`src/hw/rtl/lpht_pkg.sv`:
```
// ============================================================================
// lpht_pkg
// Shared types, widths and codes for the linear-probing hash table core.
// ============================================================================
`default_nettype none

package lpht_pkg;

  // Field widths
  localparam int unsigned OP_W       = 2;
  localparam int unsigned KEY_W      = 31;
  localparam int unsigned VAL_W      = 32;
  localparam int unsigned STATUS_W   = 2;
  localparam int unsigned SLOT_W     = 4;
  localparam int unsigned ST_W       = 2;

  // Stream data widths, rounded up to whole bytes
  localparam int unsigned IN_DATA_W  = ((KEY_W + VAL_W + 7) / 8) * 8;
  localparam int unsigned IN_USER_W  = OP_W;
  localparam int unsigned OUT_DATA_W = ((VAL_W + SLOT_W + 7) / 8) * 8;
  localparam int unsigned OUT_USER_W = STATUS_W;

  // Default table depth
  localparam int unsigned TABLE_SIZE_DEF = 16;

  // Remainder unit: key padded to HKEY_W bits, HASH_DIGIT_W bits per step
  localparam int unsigned HKEY_W       = 32;
  localparam int unsigned HASH_DIGIT_W = 4;
  localparam int unsigned HASH_STEPS   = HKEY_W / HASH_DIGIT_W;
  localparam int unsigned HCNT_W       = $clog2(HASH_STEPS);

  // Operation codes
  localparam logic [OP_W-1:0] OP_INSERT = 2'd0;
  localparam logic [OP_W-1:0] OP_SEARCH = 2'd1;
  localparam logic [OP_W-1:0] OP_DELETE = 2'd2;

  // Slot states
  localparam logic [ST_W-1:0] ST_EMPTY   = 2'd0;
  localparam logic [ST_W-1:0] ST_USED    = 2'd1;
  localparam logic [ST_W-1:0] ST_DELETED = 2'd2;

  // Result status codes
  localparam logic [STATUS_W-1:0] RES_OK        = 2'd0;
  localparam logic [STATUS_W-1:0] RES_NOT_FOUND = 2'd1;
  localparam logic [STATUS_W-1:0] RES_FULL      = 2'd2;

  // One table entry as held in the slot RAM
  typedef struct packed {
    logic [VAL_W-1:0] value;
    logic [KEY_W-1:0] key;
    logic [ST_W-1:0]  st;
  } entry_t;

  localparam int unsigned ENTRY_W = $bits(entry_t);

  // Controller states
  typedef enum logic [2:0] {
    S_CLEAR,
    S_IDLE,
    S_HASH,
    S_PROBE,
    S_EMIT
  } state_e;

  // Controller to datapath commands
  typedef struct packed {
    logic clr;
    logic load;
    logic hash;
    logic probe;
    logic emit;
  } dp_cmd_t;

  // Datapath to controller status
  typedef struct packed {
    logic clr_last;
    logic hash_last;
    logic probe_stop;
    logic out_free;
  } dp_stat_t;

endpackage

`default_nettype wire

```
`src/hw/rtl/lpht_ram.sv`:
```
// ============================================================================
// lpht_ram
// Generic simple dual-port RAM: one write port, one read port, registered read.
// ============================================================================
`default_nettype none

module lpht_ram #(
  parameter int unsigned WIDTH = 8,
  parameter int unsigned DEPTH = 16
) (
  input  wire logic                     clk_i,
  input  wire logic                     we_i,
  input  wire logic [$clog2(DEPTH)-1:0] waddr_i,
  input  wire logic [WIDTH-1:0]         wdata_i,
  input  wire logic [$clog2(DEPTH)-1:0] raddr_i,
  output logic      [WIDTH-1:0]         rdata_o
);

  logic [WIDTH-1:0] mem_q [DEPTH];
  logic [WIDTH-1:0] rdata_q;

  // Write port
  always_ff @(posedge clk_i) begin
    if (we_i) begin
      mem_q[waddr_i] <= wdata_i;
    end
  end

  // Registered read port
  always_ff @(posedge clk_i) begin
    rdata_q <= mem_q[raddr_i];
  end

  assign rdata_o = rdata_q;

endmodule

`default_nettype wire

```
`src/hw/rtl/lpht_ctrl.sv`:
```
// ============================================================================
// lpht_ctrl
// Sequencer: clearing pass, request intake, hashing, probing and result hand-off.
// ============================================================================
`default_nettype none

module lpht_ctrl (
  input  wire logic               clk_i,
  input  wire logic               rst_ni,
  input  wire logic               req_valid_i,
  output logic                    req_ready_o,
  input  wire lpht_pkg::dp_stat_t stat_i,
  output lpht_pkg::dp_cmd_t       cmd_o
);

  import lpht_pkg::*;

  state_e state_q, state_d;

  // State register
  always_ff @(posedge clk_i or negedge rst_ni) begin
    if (!rst_ni) begin
      state_q <= S_CLEAR;
    end else begin
      state_q <= state_d;
    end
  end

  // Next state and commands
  always_comb begin
    state_d     = state_q;
    cmd_o       = '0;
    req_ready_o = 1'b0;
    case (state_q)
      S_CLEAR: begin
        cmd_o.clr = 1'b1;
        if (stat_i.clr_last) begin
          state_d = S_IDLE;
        end
      end
      S_IDLE: begin
        req_ready_o = 1'b1;
        if (req_valid_i) begin
          cmd_o.load = 1'b1;
          state_d    = S_HASH;
        end
      end
      S_HASH: begin
        cmd_o.hash = 1'b1;
        if (stat_i.hash_last) begin
          state_d = S_PROBE;
        end
      end
      S_PROBE: begin
        cmd_o.probe = 1'b1;
        if (stat_i.probe_stop) begin
          state_d = S_EMIT;
        end
      end
      S_EMIT: begin
        // wait for the output register to drain
        if (stat_i.out_free) begin
          cmd_o.emit = 1'b1;
          state_d    = S_IDLE;
        end
      end
      default: begin
        state_d = S_IDLE;
      end
    endcase
  end

endmodule

`default_nettype wire

```
`src/hw/rtl/lpht_dp.sv`:
```
// ============================================================================
// lpht_dp
// Datapath: request registers, home-slot remainder unit, probe pointers,
// hit/free decision, slot RAM write-back and the output register.
// ============================================================================
`default_nettype none

module lpht_dp #(
  parameter int unsigned TABLE_SIZE = lpht_pkg::TABLE_SIZE_DEF
) (
  input  wire logic                               clk_i,
  input  wire logic                               rst_ni,
  input  wire lpht_pkg::dp_cmd_t                  cmd_i,
  output lpht_pkg::dp_stat_t                      stat_o,
  input  wire logic [lpht_pkg::OP_W-1:0]          req_op_i,
  input  wire logic [lpht_pkg::KEY_W-1:0]         req_key_i,
  input  wire logic [lpht_pkg::VAL_W-1:0]         req_val_i,
  input  wire logic                               out_ready_i,
  output logic                                    out_valid_o,
  output logic      [lpht_pkg::STATUS_W-1:0]      out_status_o,
  output logic      [lpht_pkg::VAL_W-1:0]         out_fval_o,
  output logic      [lpht_pkg::SLOT_W-1:0]        out_slot_o,
  output logic                                    ram_we_o,
  output logic      [$clog2(TABLE_SIZE)-1:0]      ram_waddr_o,
  output logic      [lpht_pkg::ENTRY_W-1:0]       ram_wdata_o,
  output logic      [$clog2(TABLE_SIZE)-1:0]      ram_raddr_o,
  input  wire logic [lpht_pkg::ENTRY_W-1:0]       ram_rdata_i
);

  import lpht_pkg::*;

  localparam int unsigned IDX_W   = $clog2(TABLE_SIZE);
  localparam int unsigned SX_W    = (IDX_W > SLOT_W) ? IDX_W : SLOT_W;
  localparam bit          IS_POW2 = ((TABLE_SIZE & (TABLE_SIZE - 1)) == 0);
  localparam logic [IDX_W-1:0]   LAST_IDX = IDX_W'(TABLE_SIZE - 1);
  localparam logic [IDX_W:0]     MODULUS  = (IDX_W + 1)'(TABLE_SIZE);
  localparam logic [HCNT_W-1:0]  LAST_HCNT = HCNT_W'(HASH_STEPS - 1);

  // Request registers
  logic [OP_W-1:0]  op_q;
  logic [KEY_W-1:0] key_q;
  logic [VAL_W-1:0] val_q;

  // Remainder unit
  logic [HKEY_W-1:0] kshift_q, kshift_d;
  logic [IDX_W-1:0]  rem_q, rem_d;
  logic [HCNT_W-1:0] hcnt_q, hcnt_d;
  logic [IDX_W-1:0]  rem_step;
  logic [IDX_W-1:0]  home;
  logic              hash_last;

  // Probe pointers and clear sweep
  logic [IDX_W-1:0] cur_q, cur_d;
  logic [IDX_W-1:0] eval_q, eval_d;
  logic [IDX_W-1:0] cnt_q, cnt_d;
  logic [IDX_W-1:0] clr_q, clr_d;

  // Decision
  entry_t            ent;
  entry_t            wentry;
  logic              stop;
  logic              wr;
  logic              hit;
  logic [STATUS_W-1:0] st_res;
  logic              last_probe;
  logic [SX_W-1:0]   eval_ext;

  // Result and output registers
  logic [STATUS_W-1:0] res_status_q;
  logic [VAL_W-1:0]    res_fval_q;
  logic [SLOT_W-1:0]   res_slot_q;
  logic                out_valid_q, out_valid_d;
  logic [STATUS_W-1:0] out_status_q;
  logic [VAL_W-1:0]    out_fval_q;
  logic [SLOT_W-1:0]   out_slot_q;

  // Next slot on the probe path, wrapping at the table end
  function automatic logic [IDX_W-1:0] next_idx(input logic [IDX_W-1:0] idx);
    logic [IDX_W-1:0] nx;
    nx = (idx == LAST_IDX) ? '0 : idx + 1'b1;
    return nx;
  endfunction

  // One remainder digit: shift in HASH_DIGIT_W key bits, restoring subtract
  function automatic logic [IDX_W-1:0] rem_digit(input logic [IDX_W-1:0]        rem,
                                                 input logic [HASH_DIGIT_W-1:0] bits);
    logic [IDX_W:0]   t;
    logic [IDX_W-1:0] r;
    r = rem;
    for (int i = HASH_DIGIT_W - 1; i >= 0; i--) begin
      t = {r, bits[i]};
      if (t >= MODULUS) begin
        t = t - MODULUS;
      end
      r = t[IDX_W-1:0];
    end
    return r;
  endfunction

  // Remainder unit
  assign rem_step  = rem_digit(rem_q, kshift_q[HKEY_W-1 -: HASH_DIGIT_W]);
  assign hash_last = IS_POW2 ? 1'b1 : (hcnt_q == LAST_HCNT);
  assign home      = IS_POW2 ? rem_q : rem_step;

  always_comb begin
    kshift_d = kshift_q;
    rem_d    = rem_q;
    hcnt_d   = hcnt_q;
    if (cmd_i.load) begin
      kshift_d = HKEY_W'(req_key_i);
      rem_d    = IS_POW2 ? req_key_i[IDX_W-1:0] : '0;
      hcnt_d   = '0;
    end else if (cmd_i.hash && !IS_POW2) begin
      kshift_d = kshift_q << HASH_DIGIT_W;
      rem_d    = rem_step;
      hcnt_d   = hcnt_q + 1'b1;
    end
  end

  always_ff @(posedge clk_i) begin
    if (cmd_i.load) begin
      op_q  <= req_op_i;
      key_q <= req_key_i;
      val_q <= req_val_i;
    end
    kshift_q <= kshift_d;
    rem_q    <= rem_d;
    hcnt_q   <= hcnt_d;
  end

  // Probe pointers: cur is the address being read, eval the one whose data is back
  always_comb begin
    cur_d  = cur_q;
    eval_d = eval_q;
    cnt_d  = cnt_q;
    if (cmd_i.hash && hash_last) begin
      cur_d  = next_idx(home);
      eval_d = home;
      cnt_d  = '0;
    end else if (cmd_i.probe) begin
      cur_d  = next_idx(cur_q);
      eval_d = cur_q;
      cnt_d  = cnt_q + 1'b1;
    end
  end

  always_ff @(posedge clk_i) begin
    cur_q  <= cur_d;
    eval_q <= eval_d;
    cnt_q  <= cnt_d;
  end

  // Clearing sweep after reset
  assign clr_d = cmd_i.clr ? next_idx(clr_q) : clr_q;

  always_ff @(posedge clk_i or negedge rst_ni) begin
    if (!rst_ni) begin
      clr_q <= '0;
    end else begin
      clr_q <= clr_d;
    end
  end

  // Probe decision on the entry just read
  assign ent        = entry_t'(ram_rdata_i);
  assign last_probe = (cnt_q == LAST_IDX);

  always_comb begin
    stop   = 1'b0;
    wr     = 1'b0;
    hit    = 1'b0;
    st_res = RES_NOT_FOUND;
    wentry = ent;
    case (op_q)
      OP_INSERT: begin
        if (ent.st != ST_USED) begin
          stop         = 1'b1;
          wr           = 1'b1;
          st_res       = RES_OK;
          wentry.st    = ST_USED;
          wentry.key   = key_q;
          wentry.value = val_q;
        end else if (last_probe) begin
          stop   = 1'b1;
          st_res = RES_FULL;
        end
      end
      OP_SEARCH, OP_DELETE: begin
        if (ent.st == ST_EMPTY) begin
          stop = 1'b1;
        end else if (ent.st == ST_USED && ent.key == key_q) begin
          stop   = 1'b1;
          hit    = 1'b1;
          st_res = RES_OK;
          if (op_q == OP_DELETE) begin
            wr        = 1'b1;
            wentry.st = ST_DELETED;
          end
        end else if (last_probe) begin
          stop = 1'b1;
        end
      end
      default: begin
        // unused op code: answered as not found
        stop = 1'b1;
      end
    endcase
  end

  // RAM ports
  always_comb begin
    ram_we_o    = 1'b0;
    ram_waddr_o = eval_q;
    ram_wdata_o = ENTRY_W'(wentry);
    ram_raddr_o = cur_q;
    if (cmd_i.clr) begin
      ram_we_o    = 1'b1;
      ram_waddr_o = clr_q;
      ram_wdata_o = '0;
    end else if (cmd_i.probe && wr) begin
      ram_we_o = 1'b1;
    end
    if (cmd_i.hash && hash_last) begin
      ram_raddr_o = home;
    end
  end

  // Result latch at the end of the probe
  assign eval_ext = SX_W'(eval_q);

  always_ff @(posedge clk_i) begin
    if (cmd_i.probe && stop) begin
      res_status_q <= st_res;
      res_fval_q   <= hit ? ent.value : '0;
      res_slot_q   <= (st_res == RES_OK) ? eval_ext[SLOT_W-1:0] : '0;
    end
  end

  // Output register
  always_comb begin
    out_valid_d = out_valid_q;
    if (cmd_i.emit) begin
      out_valid_d = 1'b1;
    end else if (out_ready_i) begin
      out_valid_d = 1'b0;
    end
  end

  always_ff @(posedge clk_i or negedge rst_ni) begin
    if (!rst_ni) begin
      out_valid_q <= 1'b0;
    end else begin
      out_valid_q <= out_valid_d;
    end
  end

  always_ff @(posedge clk_i) begin
    if (cmd_i.emit) begin
      out_status_q <= res_status_q;
      out_fval_q   <= res_fval_q;
      out_slot_q   <= res_slot_q;
    end
  end

  assign out_valid_o  = out_valid_q;
  assign out_status_o = out_status_q;
  assign out_fval_o   = out_fval_q;
  assign out_slot_o   = out_slot_q;

  // Status to the controller
  always_comb begin
    stat_o            = '0;
    stat_o.clr_last   = (clr_q == LAST_IDX);
    stat_o.hash_last  = hash_last;
    stat_o.probe_stop = stop;
    stat_o.out_free   = !out_valid_q || out_ready_i;
  end

endmodule

`default_nettype wire

```
`src/hw/rtl/linear_probe_hash_table_core.sv`:
```
// ============================================================================
// linear_probe_hash_table_core
// Open-addressed hash table with linear probing and tombstones.
// ============================================================================
// Usage:
//   Slave stream takes one request: tuser carries the op (insert, search,
//   delete), tdata the key and the value. Master stream returns exactly one
//   result per request: tuser carries the status, tdata the stored value on
//   a hit and the slot index (low four bits).
//   Each request, from acceptance to result valid, passes a hash phase in
//   the four-bit-per-cycle remainder unit (when TABLE_SIZE is a power of
//   two the home slot is the low key bits); then one slot is visited per
//   cycle (1 to TABLE_SIZE slots), set by the single read port of the slot
//   RAM; then the result moves into the output register once it is free.
//   One request is worked on at a time; the next is taken once the result
//   has reached the output register.
//   After reset a clearing pass marks every slot empty;
//   tready stays low during it.
//   A stalled result holds in the output register; a request may still be
//   accepted and worked on, and its result waits until the register drains.
// ============================================================================
`default_nettype none

module linear_probe_hash_table_core #(
  parameter int unsigned TABLE_SIZE = lpht_pkg::TABLE_SIZE_DEF
) (
  input  wire logic                              clk_i,
  input  wire logic                              rst_ni,
  // request stream
  input  wire logic                              s_axis_tvalid,
  output logic                                   s_axis_tready,
  // tdata: key[30:0], value[62:31], zero pad
  input  wire logic [lpht_pkg::IN_DATA_W-1:0]    s_axis_tdata,
  // tuser: op[1:0]
  input  wire logic [lpht_pkg::IN_USER_W-1:0]    s_axis_tuser,
  // result stream
  output logic                                   m_axis_tvalid,
  input  wire logic                              m_axis_tready,
  // tdata: found_value[31:0], slot[35:32], zero pad
  output logic      [lpht_pkg::OUT_DATA_W-1:0]   m_axis_tdata,
  // tuser: status[1:0]
  output logic      [lpht_pkg::OUT_USER_W-1:0]   m_axis_tuser
);

  import lpht_pkg::*;

  localparam int unsigned IDX_W = $clog2(TABLE_SIZE);

  dp_cmd_t  cmd;
  dp_stat_t stat;

  logic [KEY_W-1:0]    req_key;
  logic [VAL_W-1:0]    req_val;
  logic [STATUS_W-1:0] out_status;
  logic [VAL_W-1:0]    out_fval;
  logic [SLOT_W-1:0]   out_slot;

  logic               ram_we;
  logic [IDX_W-1:0]   ram_waddr;
  logic [ENTRY_W-1:0] ram_wdata;
  logic [IDX_W-1:0]   ram_raddr;
  logic [ENTRY_W-1:0] ram_rdata;

  // Unpack the request
  assign req_key = s_axis_tdata[KEY_W-1:0];
  assign req_val = s_axis_tdata[KEY_W +: VAL_W];

  // Sequencer
  lpht_ctrl u_ctrl (
    .clk_i       (clk_i),
    .rst_ni      (rst_ni),
    .req_valid_i (s_axis_tvalid),
    .req_ready_o (s_axis_tready),
    .stat_i      (stat),
    .cmd_o       (cmd)
  );

  // Datapath
  lpht_dp #(
    .TABLE_SIZE (TABLE_SIZE)
  ) u_dp (
    .clk_i        (clk_i),
    .rst_ni       (rst_ni),
    .cmd_i        (cmd),
    .stat_o       (stat),
    .req_op_i     (s_axis_tuser[OP_W-1:0]),
    .req_key_i    (req_key),
    .req_val_i    (req_val),
    .out_ready_i  (m_axis_tready),
    .out_valid_o  (m_axis_tvalid),
    .out_status_o (out_status),
    .out_fval_o   (out_fval),
    .out_slot_o   (out_slot),
    .ram_we_o     (ram_we),
    .ram_waddr_o  (ram_waddr),
    .ram_wdata_o  (ram_wdata),
    .ram_raddr_o  (ram_raddr),
    .ram_rdata_i  (ram_rdata)
  );

  // Slot store: state, key and value of every slot
  lpht_ram #(
    .WIDTH (ENTRY_W),
    .DEPTH (TABLE_SIZE)
  ) u_slot_ram (
    .clk_i   (clk_i),
    .we_i    (ram_we),
    .waddr_i (ram_waddr),
    .wdata_i (ram_wdata),
    .raddr_i (ram_raddr),
    .rdata_o (ram_rdata)
  );

  // Pack the result
  assign m_axis_tdata = OUT_DATA_W'({out_slot, out_fval});
  assign m_axis_tuser = out_status;

endmodule

`default_nettype wire
```
`config.mk`:
```
export PLATFORM = sky130hd
export DESIGN_NAME = linear_probe_hash_table_core
export DESIGN_NICKNAME = d
export VERILOG_FILES = /design/src/hw/rtl/lpht_pkg.sv /design/src/hw/rtl/lpht_ram.sv /design/src/hw/rtl/lpht_ctrl.sv /design/src/hw/rtl/lpht_dp.sv /design/src/hw/rtl/linear_probe_hash_table_core.sv
export SDC_FILE = /design/constraint.sdc
export NUM_CORES = 2
export LEC_CHECK = 0
export BUFFER_PORTS_ARGS = -buffer_cell sky130_fd_sc_hd__buf_2
export CAP_MARGIN = 15
export CORE_MARGIN = 2
export CORE_UTILIZATION = 47
export DETAILED_ROUTE_END_ITERATION = 8
export GPL_TIMING_DRIVEN = 0
export PLACE_DENSITY = 0.62
export SYNTH_ARGS = -nofsm -noshare
export SYNTH_HDL_FRONTEND = slang
export SYNTH_SLANG_ARGS = --single-unit
export TNS_END_PERCENT = 30
```
`constraint.sdc`:
```
create_clock -name clk_i -period 6 [get_ports clk_i]
set_clock_uncertainty 0.2 [all_clocks]
set_input_delay 0.3 -clock clk_i [delete_from_list [all_inputs] [get_ports clk_i]]
set_output_delay 0.3 -clock clk_i [all_outputs]
set_load 0.005 [all_outputs]
```
==> metrics.md <==
| Metric | Value |
|---|---|
| Setup Buffers After CTS | `0` |
| Residual DRC count | `0` |
| CTS Hold Bufs | `69` |
| Starting density of the core | `47.6%` |
| Total grt overflow | `0` |
| Filler cell count | `7726` |
| I/O Buffers | `108` |
| Fin area | `56300 sq um` |
| Gp weighted congestion | `0.806` |
| Crit path required time | `6.21 ns` |
| H-tree depth | `4` |
| RSZ-0062 raised after global routing | `false` |
| Critical path class | `register to register` |
| # nets final | `3146` |
| Crit path top cell by count | `buf_12` |
| Clock Latency Late Sink | `0.73 ns` |
| Gr usage total | `23.5%` |
| Mean Syn Cell Area | `17.7 sq um` |
| Maximum VDD drop | `0.288 mV` |
| Via density | `5.74` |
| Vias after detailed routing | `26014` |
| Initial antenna violation count | `0` |
| Synthesis Warnings | `0` |
| Final worst-path cycle share | `87.1%` |
| Peak Freq | `191 MHz` |
| Root buffer cell | `clkbuf_16` |
| I/O pins | `114` |
| First-pass GRT wire length | `175000 um` |
| Synth cell types | `51` |
| Leakage | `20.1 nW` |
| Die width | `323 um` |
| Vias in the first global route | `26225` |
| Share of flip-flops with an asynchronous set or reset | `0.632%` |
| Slew margin rel. | `18.9%` |
| CP max stage cell | `nor4_2` |
| CTS sink cnt | `1266` |
| Core Area | `100000 sq um` |
| Share of layout cells above drive strength 1 | `15.8%` |
| Crit path DAT | `5.43 ns` |
| Most frequent cells in the layout | `edfxtp_1, mux2i_1, o22ai_1, buf_2, nand2_1` |
| Cell area after placement | `51400 sq um` |
| Ys flop type | `edfxtp_1` |
| Synth area leaders | `edfxtp_1, mux2i_1, o22ai_1, dfxtp_1, nand2_1` |
| Commonest non-fill, non-tap cell in the layout | `edfxtp_1` |
| Post-cts gate resize count | `0` |
| Clk buf depth | `3` |
| Num rows | `116` |
| Die Ht | `323 um` |
| Hold WC Path Type | `primary input to register` |
| Sequential fraction of the synthesis area | `78.0%` |
| WL/cell | `27.0 um` |
| Diodes inserted | `0` |
| TritonCTS Buffers | `132` |
| Iteration-0 DRC Markers | `2662` |
| CP Launch Type | `register` |
| Fin crit period | `5.23 ns` |
| Max-Cap Viols | `0` |
| Synthesized flop and latch total | `1266` |
| Worst slew pin tran | `1.21 ns` |
| Post-Place Worst Slack | `0.833 ns` |
| Setup violators final | `0` |
| TritonRoute pass-1 iters | `5` |
| Synth Instances | `2696` |
| Synth area leader | `edfxtp_1` |
| CP max FO | `20` |
| Final ANT Viol Nets | `0` |
| Final Hold Fails | `0` |
| HPWL Detailed | `76700 um` |
| Status | `completed` |
| Die area | `104000 sq um` |
| Max-slew violations | `0` |
| Synth top area share | `74.7%` |
| Cell Chain, Critical Path | `xnor2_1, nand4_1, nor4_2, a31oi_1, nor2_4, buf_12, buf_16, buf_12` |
| Cell Pwr Density | `544 nW/um^2` |
| Clock slew at reported path FFs | `0.06 ns` |
| Crit-path max cell delay | `1.08 ns` |
| Worst Setup End Kind | `register` |
| Routed WL | `122000 um` |
| Number of flops mapped to enable cells by yosys | `1189` |
| CTS tree | `built` |
| Syn-to-layout area delta | `17.8%` |
| Setup TNS | `0 ns` |
| Largest net degree at the start of global routing | `46` |
| Syn Std Cell Area | `47800 sq um` |
| Setup WS post-layout | `0.775 ns` |
critical path: cells and delay by family, from the launching register on:
family	cells	cell delay, ns
XOR/XNOR	1	0.50
buffers and inverters	3	0.67
AND/OR/NAND/NOR	3	2.31
AO/OA/AOI/OAI	1	0.63
flip-flops	1	0.56
sequential cells by signal, indices dropped and copies added, names as in the netlist, 28 cells and up:
signal,flops
u_slot_ram.mem_q,1040
u_dp.val_q,32
u_dp.out_fval_o,32
u_slot_ram.rdata_o,65
u_dp.res_fval_q,32
u_dp.key_q,28
routing by layer:
metal	vias up	routed length [um]	global-route usage, %
li1	11456	-	-
met1	13215	49300	30.2
met2	1113	60400	39.8
met3	230	8780	4.38
met4	0	3780	8.59
met5	-	0	0
cells in the mapped netlist, types with 2 or more instances:
| cell | number |
|---|---|
| edfxtp_1 | 1189 |
| mux2i_1 | 526 |
| o22ai_1 | 261 |
| nand2_1 | 148 |
| buf_2 | 71 |
| dfxtp_1 | 69 |
| a21oi_1 | 66 |
| or4_1 | 65 |
| clkbuf_1 | 38 |
| and2_1 | 34 |
| buf_4 | 33 |
| xnor2_1 | 33 |
| nor2_1 | 25 |
| nand3_1 | 14 |
| a31oi_1 | 12 |
| o21ai_0 | 12 |
| inv_1 | 9 |
| dfrtp_1 | 8 |
| nand4_1 | 8 |
| nor2b_1 | 8 |
| nor3_1 | 8 |
| ha_1 | 7 |
| buf_6 | 5 |
| a211oi_1 | 4 |
| and3_1 | 3 |
| clkbuf_2 | 3 |
| inv_2 | 3 |
| nand2b_1 | 3 |
| nand4b_1 | 3 |
| a311oi_1 | 2 |
| and3b_1 | 2 |
| mux2i_4 | 2 |
| nor3b_1 | 2 |
| nor4_1 | 2 |
| o211ai_1 | 2 |
final cells by class:
type / count / area, sq um / area share, %
plain buffers: 150 / 817 / 1.45
clock buffers: 177 / 3620 / 6.42
clock inverters: 65 / 617 / 1.09
inverters: 12 / 45.0 / 0.0799
multi-input cells: 1271 / 9820 / 17.4
flip-flops and latches: 1266 / 37300 / 66.2
well taps: 1357 / 1700 / 3.01
repair buffers: 236 / 2440 / 4.34
metrics by stage:
stage                     util, %  instances  power, mW  hold slack, ns
after CTS                    56.1       4528       30.7          0.0273
after floorplan                 -       2699       19.0          -0.196
after detailed placement     51.1       4217       22.7         -0.0483
after global routing         56.1       4534       31.8          0.0512
after global placement       49.8       4164       22.2         -0.0527
final                        56.1       4534       30.6          0.0719
path summary, 6_finish.rpt:
path,from,slack [ns],cells after the start,endpoint
setup / recovery,u_dp.home[1]$_DFFE_PP_,0.77,8,u_slot_ram.mem_q[6][29]$_DFFE_PP_
hold / removal,s_axis_tdata[22],0.07,2,u_dp.key_q[22]$_DFFE_PP_
setup reg to reg,u_dp.home[1]$_DFFE_PP_,0.77,8,u_slot_ram.mem_q[6][29]$_DFFE_PP_
hold reg to reg,u_dp.res_fval_q[18]$_SDFFCE_PN0P_,0.22,0,u_dp.out_fval_o[18]$_DFFE_PP_
max in group asynchronous,rst_ni,4.97,3,u_dp.clr_q[2]$_DFFE_PN0N_
min in group asynchronous,rst_ni,0.36,3,u_dp.clr_q[1]$_DFFE_PN0N_
cell families (layout without fill, tap and decap cells):
group	Yosys count	after routing	synth area share (%)
muxes	529	529	11.1
xor gates and xnor gates	34	34	0.623
adders and majority gates	7	7	0.183
AOI/OAI and AO/OA	369	369	4.70
buffers and inverters	162	640	1.80
and+or+nand+nor	328	328	3.56
other	1	4	0.00784
DFF	1266	1266	78.0
where the power goes:
| group | switching, mW | total (mW) | internal (mW) |
|---|---|---|---|
| clock network | 3.33 | 7.94 | 4.61 |
| registers | 0.478 | 12.9 | 12.4 |
| logic | 6.54 | 9.81 | 3.27 |
| total | 10.3 | 30.6 | 20.3 |
Note: power is estimated with default switching activity, not from simulation.
